`config.mk`:
```
export PLATFORM = sky130hd
export DESIGN_NAME = arac_match
export DESIGN_NICKNAME = d
export VERILOG_FILES = /design/src/design/arac_pkg.sv /design/src/design/arac_match.sv
export SDC_FILE = /design/constraint.sdc
export NUM_CORES = 1
export LEC_CHECK = 0
export ABC_AREA = 1
export BUFFER_PORTS_ARGS = -buffer_cell sky130_fd_sc_hd__buf_2
export CAP_MARGIN = 20
export CORE_AREA = 2 2 108 110
export DETAILED_ROUTE_END_ITERATION = 10
export DIE_AREA = 0 0 110 112
export GPL_TIMING_DRIVEN = 0
export PLACE_DENSITY = 0.8
export SYNTH_ARGS = -nofsm -noshare
export SYNTH_HDL_FRONTEND = slang
export SYNTH_SLANG_ARGS = --single-unit
```
`constraint.sdc`:
```
create_clock -name vclk -period 6.5
set_clock_uncertainty 0.15 [all_clocks]
set_input_delay 1.3 -clock vclk [all_inputs]
set_output_delay 1.3 -clock vclk [all_outputs]
set_load 0.01 [all_outputs]
```
`src/design/arac_pkg.sv`:
```
`default_nettype none

package arac_pkg;

    localparam int ADDR_W          = 48;
    localparam int CNT_W           = 32;
    localparam int IDXF_W          = 6;
    localparam int DEFAULT_ENTRIES = 64;

    localparam logic [1:0] REQ_ACCESS = 2'd0;
    localparam logic [1:0] REQ_SET    = 2'd1;
    localparam logic [1:0] REQ_REMOVE = 2'd2;
    localparam logic [1:0] REQ_READ   = 2'd3;

    localparam logic [1:0] KIND_STORE = 2'd1;
    localparam logic [1:0] KIND_LOAD  = 2'd2;

    typedef struct packed {
        logic [1:0]        req_type;
        logic [ADDR_W-1:0] address;
        logic [1:0]        access_kind;
        logic [IDXF_W-1:0] entry_index;
        logic [ADDR_W-1:0] region_limit;
    } t_req;

    typedef struct packed {
        logic              hit;
        logic [IDXF_W-1:0] hit_index;
        logic [CNT_W-1:0]  entry_read_count;
        logic [CNT_W-1:0]  entry_write_count;
        logic [CNT_W-1:0]  total_read_count;
        logic [CNT_W-1:0]  total_write_count;
    } t_res;

    typedef struct packed {
        logic              valid;
        logic [ADDR_W-1:0] base;
        logic [ADDR_W-1:0] limit;
        logic [CNT_W-1:0]  reads;
        logic [CNT_W-1:0]  writes;
    } t_row;

    typedef struct packed {
        logic             hit;
        logic [CNT_W-1:0] reads;
        logic [CNT_W-1:0] writes;
    } t_match;

    function automatic logic [CNT_W-1:0] sat_inc(input logic [CNT_W-1:0] v);
        return (v == {CNT_W{1'b1}}) ? v : v + CNT_W'(1);
    endfunction

endpackage

`default_nettype wire

```
`src/design/arac_match.sv`:
```
`default_nettype none

module arac_match (
    input  arac_pkg::t_row                  i_row,
    input  logic [arac_pkg::ADDR_W-1:0]     i_address,
    input  logic [1:0]                      i_kind,
    output arac_pkg::t_match                o_res
);

    logic w_eq;
    logic w_ge;
    logic w_lt;

    always_comb begin
        w_eq = (i_row.base == i_address);
        w_ge = (i_row.base <= i_address);
        w_lt = (i_address < i_row.limit);

        o_res.hit    = i_row.valid && (w_eq || (w_ge && w_lt));
        o_res.reads  = (i_kind == arac_pkg::KIND_LOAD)
                       ? arac_pkg::sat_inc(i_row.reads) : i_row.reads;
        o_res.writes = (i_kind == arac_pkg::KIND_STORE)
                       ? arac_pkg::sat_inc(i_row.writes) : i_row.writes;
    end

endmodule

`default_nettype wire

```
Word level (Yosys, flattened, before mapping):

Cells that the tools add are included.
W data, S select, Z words.

* output and inout port bits: 65
* register bits: 0
* input bits: 211
* logic and storage cells: 16

* equal/unequal tests: 5
* $lt $le $gt $ge: 2
* $add $sub $neg: 2
* mux-type cells: 4
* reductions and logical operators: 3

Operator list (number)
* $mux W32: 4
* $add A32 B1 Y32 const B: 2
* $eq A32 B32 Y1 const B: 2
* $eq A48 B48 Y1: 1
* $le A48 B48 Y1: 1
* $lt A48 B48 Y1: 1
* $eq A2 B1 Y1 const B: 1
* $eq A2 B2 Y1 const B: 1
* $logic_and A1 B1 Y1: 2
* $logic_or A1 B1 Y1: 1

Depth between registers and ports, before layout:

* depth in word-level cells: 4
* gate-level depth with buffers: 15
* gate-level depth less buffers: 15

Worst setup path after synthesis:

No wires, ideal clock.

* path kind: input to output
* start point: in i_row[32] (netlist name)
* end point: out o_res[41] (netlist name)
* arrival: 2685 ps
* buffers on the path: 1
* path slack: 2365 ps
* stages: 10
* data required time: 5050 ps
* cell sequence: ha_1 -> nand3_2 -> nor2_4 -> nand2_4 -> nor3_4 -> nand4_2 -> nand2_2 -> buf_12 -> nor2_4 -> xor2_1

RTL lines
* start, declared: RTL line arac_match.sv:4 `input arac_pkg::t_row i_row,`
* end, declared: RTL line arac_match.sv:7 `output arac_pkg::t_match o_res`

==> results.md <==
- Max Used Layer: met4
- Final Net Count: 1490
- Most area-hungry cell type in the Yosys netlist: sky130_fd_sc_hd__ha_1
- Via count normalized by instance count: 4.85
- Fraction of synthesized cell area in xor and xnor cells: 0.0762
- Met3 routed WL: 1160 microns
- Synthesized cell area: 4940 sq um
- Post-Route Setup TNS: 0 ns
- Internal power of the cells: 0.000148 W
- # Max-Cap Violations: 0
- # Post-CTS Setup Buffers: 0
- Psw: 0.000194 W
- Number of antenna violations at the first check in global routing: 1
- Fillers: 1153
- Overall die height: 112 microns
- Number of cells in the finished layout apart from fillers: 1324
- Global-route wire length before repair: 25900 microns
- Overall global routing resource usage: 0.254
- Hold Buf Count CTS: 0
- Routed met1 length: 6920 microns
- Number of flip-flops and latches: 0
- Leak pwr: 4.11 nW
- Minimum clock period: 4.62 ns
- Routed wl met2: 7830 microns
- Crit path DAT: 3.17 ns
- Mean instance size in the synthesized netlist: 5.47 sq um
- Max-slew headroom: 0.599
- Area enclosed by the die boundary: 12300 sq um
- Net Count, Synth: 1212
- Switching power share of the total: 0.567
- Type of the most critical hold path: in -> out
- Synth warnings: 0
- DR DRC count: 0
- Leading post-synthesis cells by instance count: 270 x sky130_fd_sc_hd__nand2_1, 193 x sky130_fd_sc_hd__inv_1, 97 x sky130_fd_sc_hd__ha_1
- Final routed wirelength across all metal layers: 16300 microns
- Power density cells: 52.6 nW/um^2
- Simple-gate portion of the synthesized area: 0.434
- Antenna violation net count after detailed routing: 0
- First element of the critical path: i_kind[0]
- Chip Width: 110 microns
- Gate count of the mapped netlist: 904
- Share of cell area taken by muxes after synthesis: 0
- Number of DRC violations after detailed-routing iteration 0: 351
- Unrepaired setup endpoints after global routing: no
- Status: finished clean
- Type of element launching the critical path: input port
- WS Path Type: in -> out
- Floorplan Core Area: 11200 sq um
- Adder-cell share of the synthesized area: 0.246
- Peak VDD IR: 0.0304 mV
- Total placed instance area: 6500 sq um
- Least-Margin Pin Slew: 0.599 ns
- Layout cells sized above 1: 0.260
- Final hold slack: 2.73 ns
- Drt first pass iters: 5
- Average wire per standard cell: 12.3 microns
- Pin count of the biggest net entering global routing: 11
- Synth-to-Final Area Change: 31.6%
- Initial Utilization: 0.442
- Vias in the first global route: 5884
- Fraction of power consumed by combinational cells: 1.000
- Remaining global-route overflow: 0
- Highest achievable clock rate: 217 MHz
- Setup-failing EPs final: 0
- Number of placed cells counting well taps: 1323
- Req. time, crit path: 5.05 ns
- Clock Power Share: 0
- Count of standard-cell rows: 39
- Launch point of the worst hold path: i_row[62]
- Crit path max fanout: 10
- Routability congestion estimate: 0.945
- Count of input and output buffers: 276
- HPWL reported at the end of detailed placement: 14800 microns
- I/O pins: 276
- Total count of max-transition violations in the final report: 0
- Fin area: 6500 sq um
- Type of element capturing the critical path: primary output
- Most area-consuming cells after synthesis: sky130_fd_sc_hd__ha_1 25%, sky130_fd_sc_hd__nand2_1 21%, sky130_fd_sc_hd__inv_1 15%, sky130_fd_sc_hd__xor2_1 5.8%, sky130_fd_sc_hd__nor2_1 5.5%
- Period utilisation layout: 0.710
- Share of the synthesized area in the top cell type: 0.246
- Top-count cell post-synth: sky130_fd_sc_hd__nand2_1
- Total area of multi-input combinational cells: 4170 sq um
- Dominant combinational cell family by area after synthesis: simple AND/OR/NAND/NOR gates
- Flop pwr share: 0
- Via Count: 6418
- Area taken by flip-flops and latches: 0 sq um
- Post-cts repair resize count: 0
- Clock Buffer Count: 0
- Proportion of synthesized chip area in sequential cells: 0
- Count of cell types in the netlist: 35
- Complex-gate fraction of the synthesized area: 0.0884
- Final hold viol count: 0
[metrics by stage]
stage	setup slack [ns]	utilization	total power (W)
2_1_floorplan	2.36	-	0.000191
3_3_place_gp	1.77	0.582	0.000336
3_5_place_dp	1.81	0.582	0.000341
4_1_cts	1.80	0.582	0.000343
5_1_grt	1.58	0.582	0.000394
6_report	1.88	0.582	0.000342
[layout by cell type (no fill, tap or decap), types with 2 or more instances in the layout]
cell type,synthesis,final
sky130_fd_sc_hd__a21o_1,2,2
sky130_fd_sc_hd__a21oi_1,33,33
sky130_fd_sc_hd__buf_2,1,277
sky130_fd_sc_hd__clkbuf_1,3,3
sky130_fd_sc_hd__ha_1,97,97
sky130_fd_sc_hd__inv_1,193,193
sky130_fd_sc_hd__inv_2,2,2
sky130_fd_sc_hd__nand2_1,270,270
sky130_fd_sc_hd__nand2_2,4,4
sky130_fd_sc_hd__nand3_1,42,42
sky130_fd_sc_hd__nand3b_1,7,7
sky130_fd_sc_hd__nand4_1,25,25
sky130_fd_sc_hd__nand4_2,2,2
sky130_fd_sc_hd__nor2_1,73,73
sky130_fd_sc_hd__nor2_2,8,8
sky130_fd_sc_hd__nor2_4,4,4
sky130_fd_sc_hd__nor3_1,33,33
sky130_fd_sc_hd__nor3_4,2,2
sky130_fd_sc_hd__nor4_1,2,2
sky130_fd_sc_hd__o21a_1,2,2
sky130_fd_sc_hd__o21ai_0,39,39
sky130_fd_sc_hd__o21ai_1,2,2
sky130_fd_sc_hd__o21bai_1,3,3
sky130_fd_sc_hd__or2_2,3,3
sky130_fd_sc_hd__xnor2_1,10,10
sky130_fd_sc_hd__xor2_1,33,33
[worst paths after layout]
path                         to  slack [ns]  cells after the start
worst max-delay path   o_res[8]        1.88                      9
worst min-delay path  o_res[62]        2.73                      3
[critical path: stages]
cell and delay (ns):
sky130_fd_sc_hd__buf_2 0.10, sky130_fd_sc_hd__inv_1 0.05, sky130_fd_sc_hd__nor2_1 0.46, sky130_fd_sc_hd__inv_1 0.29, sky130_fd_sc_hd__nor2_2 0.42, sky130_fd_sc_hd__nand2_1 0.17, sky130_fd_sc_hd__o21ai_0 0.17, sky130_fd_sc_hd__nand2_1 0.06
sky130_fd_sc_hd__buf_2 0.14
[per-layer routing]
layer  up-vias  global-route usage
met4         0              0.0667
met1      2723               0.315
met3        32              0.0222
met5         -                   0
li1       3415                   -
met2       248               0.462
[power groups by stage]
stage	clock (W)	combinational [W]	sequential, W
2_1_floorplan	0	0.000191	0
3_3_place_gp	0	0.000336	0
3_5_place_dp	0	0.000341	0
4_1_cts	0	0.000343	0
5_1_grt	0.0000000000207	0.000394	0
6_report	0.0000000000207	0.000342	0
[layout make-up]
cell class,instances,area share
multi-input combinational,704,0.642
timing repair buffer,276,0.212
inverter,195,0.113
tap,143,0.0275
buffer,5,0.00558
antenna,1,0.000385
[logic make-up (layout without fill, tap and decap cells)]
kind of cell,Yosys count,after routing
and+or+nand+nor,481,481
buffers and inverters,200,476
adders and majority gates,97,97
AOI/OAI and AO/OA,83,83
xor gates and xnor gates,43,43
other,0,1
Power figures use the tool's default switching activity.
